$ cat src/rtl/gls_pkg.sv
// Shared types and constants for the grid line-of-sight unit.
// No dependencies.
`timescale 1ns / 1ps

package gls_pkg;

   localparam int MAP_SIDE_DEF     = 64;
   localparam int CORNER_PREC_DEF  = 256;
   localparam int SLOPE_FRAC_DEF   = 16;

   localparam int CELL_W   = 6;
   localparam int RADIUS_W = 7;

   localparam logic [1:0] REG_VIEWER_X = 2'd0;
   localparam logic [1:0] REG_VIEWER_Y = 2'd1;
   localparam logic [1:0] REG_RADIUS   = 2'd2;

   localparam logic MODE_WRITE = 1'b0;

   typedef enum logic [3:0] {
      ST_CLEAR,
      ST_IDLE,
      ST_WRITE,
      ST_RANGE,
      ST_SETUP,
      ST_DIVGO,
      ST_DIV,
      ST_STEP,
      ST_CHECK,
      ST_DONE
   } state_type;

   typedef struct packed {
      logic start;
      logic done;
   } div_ctl_type;

endpackage

$ cat src/rtl/gls_div.sv
// Restoring divider for the ray slope: quot = (num << FB) / den, num <= den.
// Depends on gls_pkg; one quotient bit per cycle.
`timescale 1ns / 1ps

module gls_div
   import gls_pkg::*;
#(
   parameter int DW = 15,
   parameter int FB = 16
) (
   input  logic          clock,
   input  logic          reset,
   input  logic          start,
   input  logic [DW-1:0] num,
   input  logic [DW-1:0] den,
   output div_ctl_type   ctl,
   output logic [FB:0]   quot
);

   localparam int CNTW = $clog2(FB + 2);

   logic [DW:0]     rem_ff, rem_in;
   logic [DW-1:0]   den_ff;
   logic [FB:0]     q_ff, q_in;
   logic [CNTW-1:0] cnt_ff;
   logic            busy_ff, done_ff;
   logic            ge;
   logic [DW:0]     diff;

   assign ge     = rem_ff >= {1'b0, den_ff};
   assign diff   = ge ? rem_ff - {1'b0, den_ff} : rem_ff;
   assign rem_in = {diff[DW-1:0], 1'b0};
   assign q_in   = {q_ff[FB-1:0], ge};

   always_ff @(posedge clock) begin
      if (reset) begin
         busy_ff <= 1'b0;
         done_ff <= 1'b0;
      end else begin
         done_ff <= 1'b0;
         if (start) begin
            busy_ff <= 1'b1;
         end else if (busy_ff && cnt_ff == '0) begin
            busy_ff <= 1'b0;
            done_ff <= 1'b1;
         end
      end
      if (start) begin
         rem_ff <= {1'b0, num};
         den_ff <= den;
         q_ff   <= '0;
         cnt_ff <= CNTW'(FB);
      end else if (busy_ff) begin
         rem_ff <= rem_in;
         q_ff   <= q_in;
         cnt_ff <= cnt_ff - 1'b1;
      end
   end

   assign ctl.start = start;
   assign ctl.done  = done_ff;
   assign quot      = q_ff;

endmodule

$ cat config.mk
export PLATFORM = sky130hd
export DESIGN_NAME = gls_div
export DESIGN_NICKNAME = d
export VERILOG_FILES = /design/src/rtl/gls_pkg.sv /design/src/rtl/gls_div.sv
export SDC_FILE = /design/constraint.sdc
export NUM_CORES = 1
export LEC_CHECK = 0
export ABC_CLOCK_PERIOD_IN_PS = 2400
export BUFFER_PORTS_ARGS = -buffer_cell sky130_fd_sc_hd__buf_2
export CORE_AREA = 2 2 93 72
export DETAILED_ROUTE_END_ITERATION = 8
export DIE_AREA = 0 0 95 74
export PLACE_DENSITY = 0.74
export RECOVER_POWER = 25
export SLEW_MARGIN = 15
export SYNTH_ARGS = -nofsm -noshare
export SYNTH_HDL_FRONTEND = slang
export SYNTH_SLANG_ARGS = --single-unit
export TNS_END_PERCENT = 10
$ cat constraint.sdc
create_clock -name clock -period 2.4 [get_ports clock]
set_input_delay 0.48 -clock clock [delete_from_list [all_inputs] [get_ports clock]]
set_output_delay 0.48 -clock clock [all_outputs]
set_load 0.03 [all_outputs]
* Word-level counts from Yosys, hierarchy flattened
Cells that the tools add are included.
** Operators by class
- $add $sub $neg :: 2
- Order comparisons :: 1
- Mux-type cells :: 6
- Reductions and logical operators :: 5
** Operators with widths (number)
- 15-bit two-way mux :: 3
- 16-bit by 15-bit greater-or-equal comparator with 1-bit output :: 1
- 15-bit subtractor :: 1
- 5-bit zero test :: 1
- 5-bit by 1-bit subtractor with 5-bit output, second input constant :: 1
- 2-bit nonzero test :: 2
- 1-bit two-way mux :: 3
- 2-bit OR reduction :: 1
- 1-bit logical AND :: 1
** Word-level totals
- Register bits after elaboration :: 55
- Input bits :: 33
- Output and inout port bits :: 19
- Word-level logic and storage cells :: 21

* Depth between registers and ports, before layout
Gate-level depths: netlist (run 1).
- Depth after elaboration :: 4
- Depth in mapped cells :: 11
- Depth with buffers taken out :: 9

* Worst setup path before layout (run 1)
Ideal clock, no wire load.
- Path type :: flip-flop to flip-flop
- Start point :: register rem_ff[10]
- End point :: register rem_ff[14], data pin
- Setup time :: 0.261 ns
- Arrival time :: 2.062 ns
- Required time :: 2.139 ns
- Setup slack :: 0.077 ns
- Cell stages (with the launch flop) :: 9
- Path buffers :: 1
- Period minus slack after synthesis :: 2.323 ns
- Cells stage by stage :: edfxtp_1 -> ha_1 -> a21o_1 -> a21oi_1 -> a21bo_1 -> a211oi_2 -> buf_4 -> nor2_1 -> a221o_1
** On the way
- Word-level cells in the longest chain between the ends :: 4
- Elaborated cells between the ends (all ways) :: 5
- Those cells by class :: 1 x add/sub; 1 x order compare; 3 x mux
** RTL lines
- from (decl) :: line gls_div.sv:22 : logic [DW:0] rem_ff, rem_in;
- from (signal assigned) :: line gls_div.sv:49 : rem_ff <= {1'b0, num};
- from (signal assigned) :: line gls_div.sv:54 : rem_ff <= rem_in;
- 15-bit subtractor or 16-bit by 15-bit greater-or-equal comparator with 1-bit output (tied branches) :: line gls_div.sv:31, gls_div.sv:30
- 15-bit two-way mux (*) :: line gls_div.sv:31 : assign diff = ge ? rem_ff - {1'b0, den_ff} : rem_ff;
- 15-bit two-way mux (*) :: line gls_div.sv:53 : end else if (busy_ff) begin
- 15-bit two-way mux (*) :: line gls_div.sv:48 : if (start) begin
Every way passes the cells marked *; elsewhere a longest branch is shown, timed or not. The select of a mux whose other input is x is not followed.
A chain may end at the register's enable or synchronous reset.

* Worst setup path in the final report (run 1)
- Start point :: register den_ff[0]
- End point :: register rem_ff[9], data pin
** On the way
- Word-level cells in the longest chain between the ends :: 4
- Elaborated cells between the ends (all ways) :: 5
- Those cells by class :: 1 x add/sub; 1 x order compare; 3 x mux
** RTL lines
- from (decl) :: line gls_div.sv:23 : logic [DW-1:0] den_ff;
- from (signal assigned) :: line gls_div.sv:50 : den_ff <= den;
- 15-bit subtractor or 16-bit by 15-bit greater-or-equal comparator with 1-bit output (tied branches) :: line gls_div.sv:31, gls_div.sv:30
- 15-bit two-way mux (*) :: line gls_div.sv:31
- 15-bit two-way mux (*) :: line gls_div.sv:53
- 15-bit two-way mux (*) :: line gls_div.sv:48
Marked as above.

==> results of run 1 <==
## worst max-delay path, delay by kind of cell (launching register included)
family                   cells  cell delay (ns)
buffers and inverters        2             0.32
adder cells (fa/ha/maj)      2             0.55
flip-flops                   1             0.44
AO/OA/AOI/OAI                4             0.68
AND/OR/NAND/NOR              1             0.16
## cells in the mapped netlist (3+ instances only)
cell type / number / area (um2)
nand2_1: 12 / 45.0
ha_1: 17 / 213
mux2i_1: 19 / 190
xor2_1: 10 / 87.6
dfxtp_1: 25 / 500
nor2_1: 33 / 124
buf_4: 3 / 22.5
buf_1: 4 / 15.0
a211oi_1: 3 / 22.5
a22oi_1: 3 / 22.5
o311ai_0: 9 / 78.8
nand3b_1: 8 / 60.1
nor3_1: 3 / 15.0
o21ai_0: 5 / 25.0
o31ai_1: 5 / 37.5
a31oi_1: 3 / 18.8
clkbuf_1: 6 / 22.5
xnor2_1: 6 / 52.6
a21oi_1: 11 / 55.1
a21o_1: 4 / 30.0
inv_1: 19 / 71.3
edfxtp_1: 30 / 901
nand2b_1: 6 / 37.5
nor2b_1: 6 / 37.5
## through the flow
stage	TNS [ns]	hold slack (ns)
floorplan	0	0.452
global placement	-0.0832	0.470
detailed placement	-0.622	0.500
CTS	0	0.330
global route	-0.176	0.327
finish	0	0.337
## power breakdown
| group | total [mW] | internal, mW | switching [mW] |
|---|---|---|---|
| registers | 1.23 | 1.15 | 0.0797 |
| logic | 1.45 | 0.696 | 0.757 |
| clock network | 0.533 | 0.237 | 0.296 |
## flip-flops by register name, indices dropped and copies added (netlist names)
signal,cells
quot,17
cnt_ff,5
rem_ff,16
busy_ff,1
den_ff,15
done_ff,1
## layer usage
metal | vias up | wire length (um) | share of wire, % | global-route usage, %
li1 | 1178 | - | - | -
met1 | 1081 | 3140 | 51 | 27.2
met2 | 69 | 2630 | 42 | 27.2
met3 | 7 | 357 | 5.8 | 3.75
met4 | 0 | 65 | 1.0 | 4.83
met5 | - | 0 | 0 | 0
## kinds of logic (layout without fill, tap and decap cells)
family                     after synthesis  count (layout)  synth area share, %
and+or+nand+nor                         83              83                 14.3
muxes                                   21              21                 7.12
AOI/OAI and AO/OA                       59              59                 14.5
xor gates and xnor gates                16              16                 4.69
DFF                                     55              55                 46.9
buffers and inverters                   34             104                 4.73
adders and majority gates               18              18                 7.79
## final timing paths
kind	depth (start not counted)	end	from
setup / recovery	9	rem_ff[9]$_DFFE_PP_	den_ff[0]$_DFFE_PP_
hold / removal	1	den_ff[10]$_DFFE_PP_	den[10]
setup reg to reg	9	rem_ff[9]$_DFFE_PP_	den_ff[0]$_DFFE_PP_
hold reg to reg	2	cnt_ff[1]$_SDFFE_PP0P_	cnt_ff[1]$_SDFFE_PP0P_
## area by class of cell
cell class,count,share of cell area [%]
Tap cell,81,2.79
Clock buffer,7,2.38
Sequential cell,55,38.6
Timing Repair Buffer,77,12.2
Clock inverter,1,0.241
Multi-Input combinational cell,197,41.8
Inverter,19,1.96
## timing repair
action	4_1_cts	5_1_grt
endpoints found under the setup margin	9	11
gates resized for setup	6	12
pin swaps	2	6
setup buffers	1	2
==> summary.md, run 1 <==
| Metric | Value |
|---|---|
| Drt drc | 0 |
| Ant diodes | 0 |
| Top cell by count, worst path | buf_4 |
| Max Fclk | approximately 420 MHz |
| FF+latch area | around 1400 um2 |
| Status | finished clean |
| Starting Density | roughly half |
| Tot GR Track Use | a little under a fifth |
| Vias in the first global route | 2100 |
| Pwr Density | roughly 890 nW/um2 |
| Layout cells sized above 1 | between 20% and 30% |
| Post-synthesis cell type count | 55 |
| Largest net degree at the start of global routing | 26 |
| Multi-input gate area | ~1500 um2 |
| Layout Utilization | between 50 and 60% |
| Post-Place Cells | ~430 |
| Fin. Hold Viols | 0 |
| Gpl congestion | roughly 0.84 |
| Period utilization | a little over nine tenths |
| Total power | around 3.2 mW |
| Htree depth | 2 |
| Syn avg cell area | around 10 um2 |
| Crit Path Class | flip-flop to flip-flop |
| Die area | 7030 um2 |
| CP max FO | 6 |
| Post-synth EDFFs | 30 |
| Design area | roughly 3600 um2 |
| Initial antenna violation count | 0 |
| Asr flop ratio synth | 0% |
| CP peak stage delay | between 0.4 and 0.5 ns |
| Chip height | approximately 74 um |
| DR WL/cell | ~14 um |
| Final Setup Violations | 0 |
| Yosys warns | 0 |
| Fin worst setup slack | between 0.04 and 0.05 ns |
| Pre-CTS setup slack | -0.142 ns |
| Hold Buf Count CTS | 0 |
| Peak VDD IR | 0.373 mV |
| Net count after synthesis | around 340 |
| Commonest cells after routing, fill and taps aside | buf_2 (50), nor2_1 (33), edfxtp_1 (30), dfxtp_1 (25), buf_4 (24) |
| DRT antenna net count | 0 |
| TritonCTS clock tree | yes |
| Setup crit end kind | flip-flop |
| Leakage | around 1.6 nW |
| #FFs+latches synth | 55 |
| Cts bufs inserted | 5 |
| Min Tclk post-route | about 2.4 ns |
| Clk_lat worst skew | just over 0.3 ns |
| Die X | 95 um |
| FP Rows | 25 |
| Worst Path Required | about 2.5 ns |
| Root buf cell | clkbuf_8 |
| WP data arrival | between 2 and 2.5 ns |
| Worst hold-check path type | primary input to flip-flop |
| Slew Limit Headroom | about 3.7% |
| Least-Margin Pin Slew | around 1.4 ns |
| CP cell instances | ha_4 > fa_2 > nor2b_4 > o31ai_4 > a31oi_1 > a211oi_2 > buf_4 > buf_4 > o311ai_0 |
| Post-route insts no fill | ~440 |
| Max-cap viol count | 0 |
| Via density | approximately 5.3 |
| Cell Area, Placed | 3450 um2 |
| Port buffer count | just over 50 |
| IO Pins | 52 |
| Max Slew Vio Count | 0 |
| DR iter-0 viols | ~170 |
| Remaining global-route overflow | 0 |
| Post-Syn Area | around 3000 um2 |
| Global-route wire length before repair | just under 10000 um |
| DR pass1 iterations | 4 |
| CORE AREA | between 6000 and 7000 um2 |
| Fill cell instance count of the final layout | around 510 |
| Seq/Total Area, Yosys | a little under half |
| Final nets | 406 |
| # clock sinks | between 50 and 60 |
| Synth-to-layout area growth | 21.5% |
| Most common cell after layout, fill and taps aside | buf_2 |
| CP max stage cell | edfxtp_1 |
| Vias after detailed routing | 2335 |
| CP Launch Type | flip-flop |
| RSZ-0062 raised after global routing | true |
| Reg clk slew, reported paths | 0.09 ns |
| Clock Skews | 0.00647 ns |
| Synth Instances | approximately 290 |
| FF-to-FF setup slack | just over 0.04 ns |
| WL final | ~6200 um |
| Deepest clock path buffer count | 2 |
| Post-DP HPWL | 4560 um |
| Synth Flop Type | edfxtp_1 |
(Power assumes the default switching activity.)
==> run 2, diff against run 1 <==
Settings changed: PLACE_DENSITY 0.74 to not set, PLACE_DENSITY_LB_ADDON set to 0.2, SKIP_CTS_REPAIR_TIMING set to 1.
==> summary.md, run 2 (same netlist as run 1, synthesis figures left out) <==
| Metric | Value |
|---|---|
| Status | finished with violations (was finished clean) |
| Violated checks | max-capacitance violations, max-slew violations |
| Layout cells sized above 1 | 29.0% (was 28.1%) |
| WL final | 6240 um (was 6190 um) |
| Power share of the combinational group | 45.2% (about the same) |
| Die X | 95 um (unchanged) |
| Peak VDD IR | 0.344 mV (was 0.373 mV) |
| FP Rows | 25 (unchanged) |
| Pre-CTS setup slack | -0.0529 ns (was -0.142 ns) |
| Final Setup Violations | 0 (unchanged) |
| Post-Place Cells | 424 (was 426) |
| Setup crit end kind | flip-flop (unchanged) |
| Min Tclk post-route | 2.39 ns (was 2.36 ns) |
| DR iter-0 viols | 135 (was 174) |
| Crit Path Class | flip-flop to flip-flop (unchanged) |
| Tot GR Track Use | 18.1% (was 18.2%) |
| Max Slew Vio Count | 27 (was 0) |
| Leakage | 1.60 nW (about the same) |
| CORE AREA | 6160 um2 (unchanged) |
| Largest net degree at the start of global routing | 33 (was 26) |
| Deepest clock path buffer count | 2 (unchanged) |
| TritonCTS clock tree | yes (unchanged) |
| Initial antenna violation count | 0 (unchanged) |
| Chip height | 74 um (unchanged) |
| Pwr Density | 906 nW/um2 (was 886 nW/um2) |
| Port buffer count | 51 (unchanged) |
| Drt drc | 0 (unchanged) |
| CP Launch Type | flip-flop (unchanged) |
| Design area | 3650 um2 (was 3630 um2) |
| CP max FO | 8 (was 6) |
| IO Pins | 52 (unchanged) |
| Max reg flops | 17 (unchanged) |
| WP data arrival | 2.46 ns (was 2.47 ns) |
| Sw frac | 35.1% (was 35.2%) |
| Worst hold-check path type | primary input to flip-flop (unchanged) |
| Part of the power in registers | 37.0% (was 38.3%) |
| Htree depth | 2 (unchanged) |
| P_sw | 1.16 mW (was 1.13 mW) |
| Slew Limit Headroom | -1.21% (was 3.75%) |
| Fin. Hold Viols | 0 (unchanged) |
| DRT antenna net count | 0 (unchanged) |
| Hold endpoint | den_ff[10]$_DFFE_PP_ (unchanged) |
| Vias after detailed routing | 2339 (was 2335) |
| Vias in the first global route | 2080 (was 2100) |
| Worst Path Required | 2.47 ns (was 2.51 ns) |
| Clock Skews | 0.0104 ns (was 0.00647 ns) |
| RSZ-0062 raised after global routing | true (unchanged) |
| DR WL/cell | 14.3 um (was 14.2 um) |
| Period utilization | 99.5% (was 98.3%) |
| Cell-internal power | 2.14 mW (was 2.08 mW) |
| Ant diodes | 0 (unchanged) |
| Hold Crit Depth | 1 (unchanged) |
| Worst Min Path Start | den[10] (unchanged) |
| Synth-to-layout area growth | 22.0% (was 21.5%) |
| Max Fclk | 419 MHz (was 424 MHz) |
| Reg-to-reg endpoint | rem_ff[2]$_DFFE_PP_ (was rem_ff[9]$_DFFE_PP_) |
| Least-Margin Pin Slew | 1.52 ns (was 1.44 ns) |
| Post-route insts no fill | 436 (was 437) |
| Max-cap viol count | 1 (was 0) |
| Clock Power Share | 17.8% (was 16.6%) |
| Fin Hold WS | 0.334 ns (was 0.337 ns) |
| Remaining global-route overflow | 0 (unchanged) |
| Reg2reg start | rem_ff[8]$_DFFE_PP_ (was den_ff[0]$_DFFE_PP_) |
| Starting Density | 48.5% (unchanged) |
| Commonest cells after routing, fill and taps aside | buf_2 (51), nor2_1 (32), edfxtp_1 (30), dfxtp_1 (25), buf_4 (22) (was buf_2 (50), nor2_1 (33), edfxtp_1 (30), dfxtp_1 (25), buf_4 (24)) |
| Gpl congestion | 0.895 (was 0.845) |
| Most common cell after layout, fill and taps aside | buf_2 (unchanged) |
| Final nets | 405 (was 406) |
| Cell Area, Placed | 3440 um2 (was 3450 um2) |
| Total power | 3.30 mW (was 3.22 mW) |
| Post-DP HPWL | 4560 um (about the same) |
| Sum of negative setup slack | 0 ns (unchanged) |
| Reg clk slew, reported paths | 0.11 ns (was 0.09 ns) |
| Layout Utilization | 59.2% (was 58.9%) |
| DR pass1 iterations | 4 (unchanged) |
| Root buf cell | clkbuf_8 (unchanged) |
| Fin worst setup slack | 0.0130 ns (was 0.0412 ns) |
| Reg2reg path depth | 8 (was 9) |
| Clk_lat worst skew | 0.31 ns (about the same) |
| # clock sinks | 55 (unchanged) |
| Global-route wire length before repair | 9780 um (was 9840 um) |
| FF-to-FF setup slack | 0.01 ns (was 0.04 ns) |
| Cts bufs inserted | 5 (unchanged) |
| Die area | 7030 um2 (unchanged) |
| Via density | 5.36 (was 5.34) |
-- run 2: power groups by stage --
stage	combinational (mW)	clock, mW	sequential (mW)
floorplan	0.932	0	1.23
global placement	1.30	0	1.23
detailed placement	1.33	0	1.24
CTS	1.34	0.607	1.22
global route	1.65	0.643	1.24
finish	1.49	0.587	1.22
-- run 2: how the worst max path moves through the flow --
stage	slack (ns)	start	endpoint	cells past startpoint
6_report	0.01	rem_ff[8]$_DFFE_PP_	rem_ff[2]$_DFFE_PP_	8
5_1_grt	-0.1	rem_ff[8]$_DFFE_PP_	rem_ff[2]$_DFFE_PP_	8
4_1_cts	-0.09	rem_ff[0]$_SDFFCE_PN0P_	rem_ff[2]$_DFFE_PP_	10
3_5_place_dp	-0.05	rem_ff[0]$_SDFFCE_PN0P_	rem_ff[2]$_DFFE_PP_	10
3_3_place_gp	0.01	rem_ff[0]$_SDFFCE_PN0P_	rem_ff[2]$_DFFE_PP_	10
2_1_floorplan	0.08	rem_ff[10]$_DFFE_PP_	rem_ff[14]$_DFFE_PP_	8
-- run 2: layout make-up --
type                    count  area [um2]
inverters                  19        71.3
clock inverters             2        16.3
fillers                   532        2520
repair buffers             76         448
clock buffers               6        93.8
multi-input cells         197        1510
flip-flops and latches     55        1400
well taps                  81         101
-- run 2: critical path: stages, from the launching register on --
cell and delay [ns]:
edfxtp_1 0.40, ha_1 0.31, a21o_1 0.21, a31o_1 0.23
a21bo_1 0.20, a211oi_2 0.22, buf_4 0.21, mux2i_1 0.09
mux2_2 0.27
-- run 2: layer usage --
layer / up-vias / routed length (um) / global-route usage, %
li1: 1174 / - / -
met1: 1099 / 3230 / 26.9
met2: 57 / 2580 / 25.5
met3: 9 / 339 / 4.86
met4: 0 / 87 / 6.12
met5: - / 0 / 0
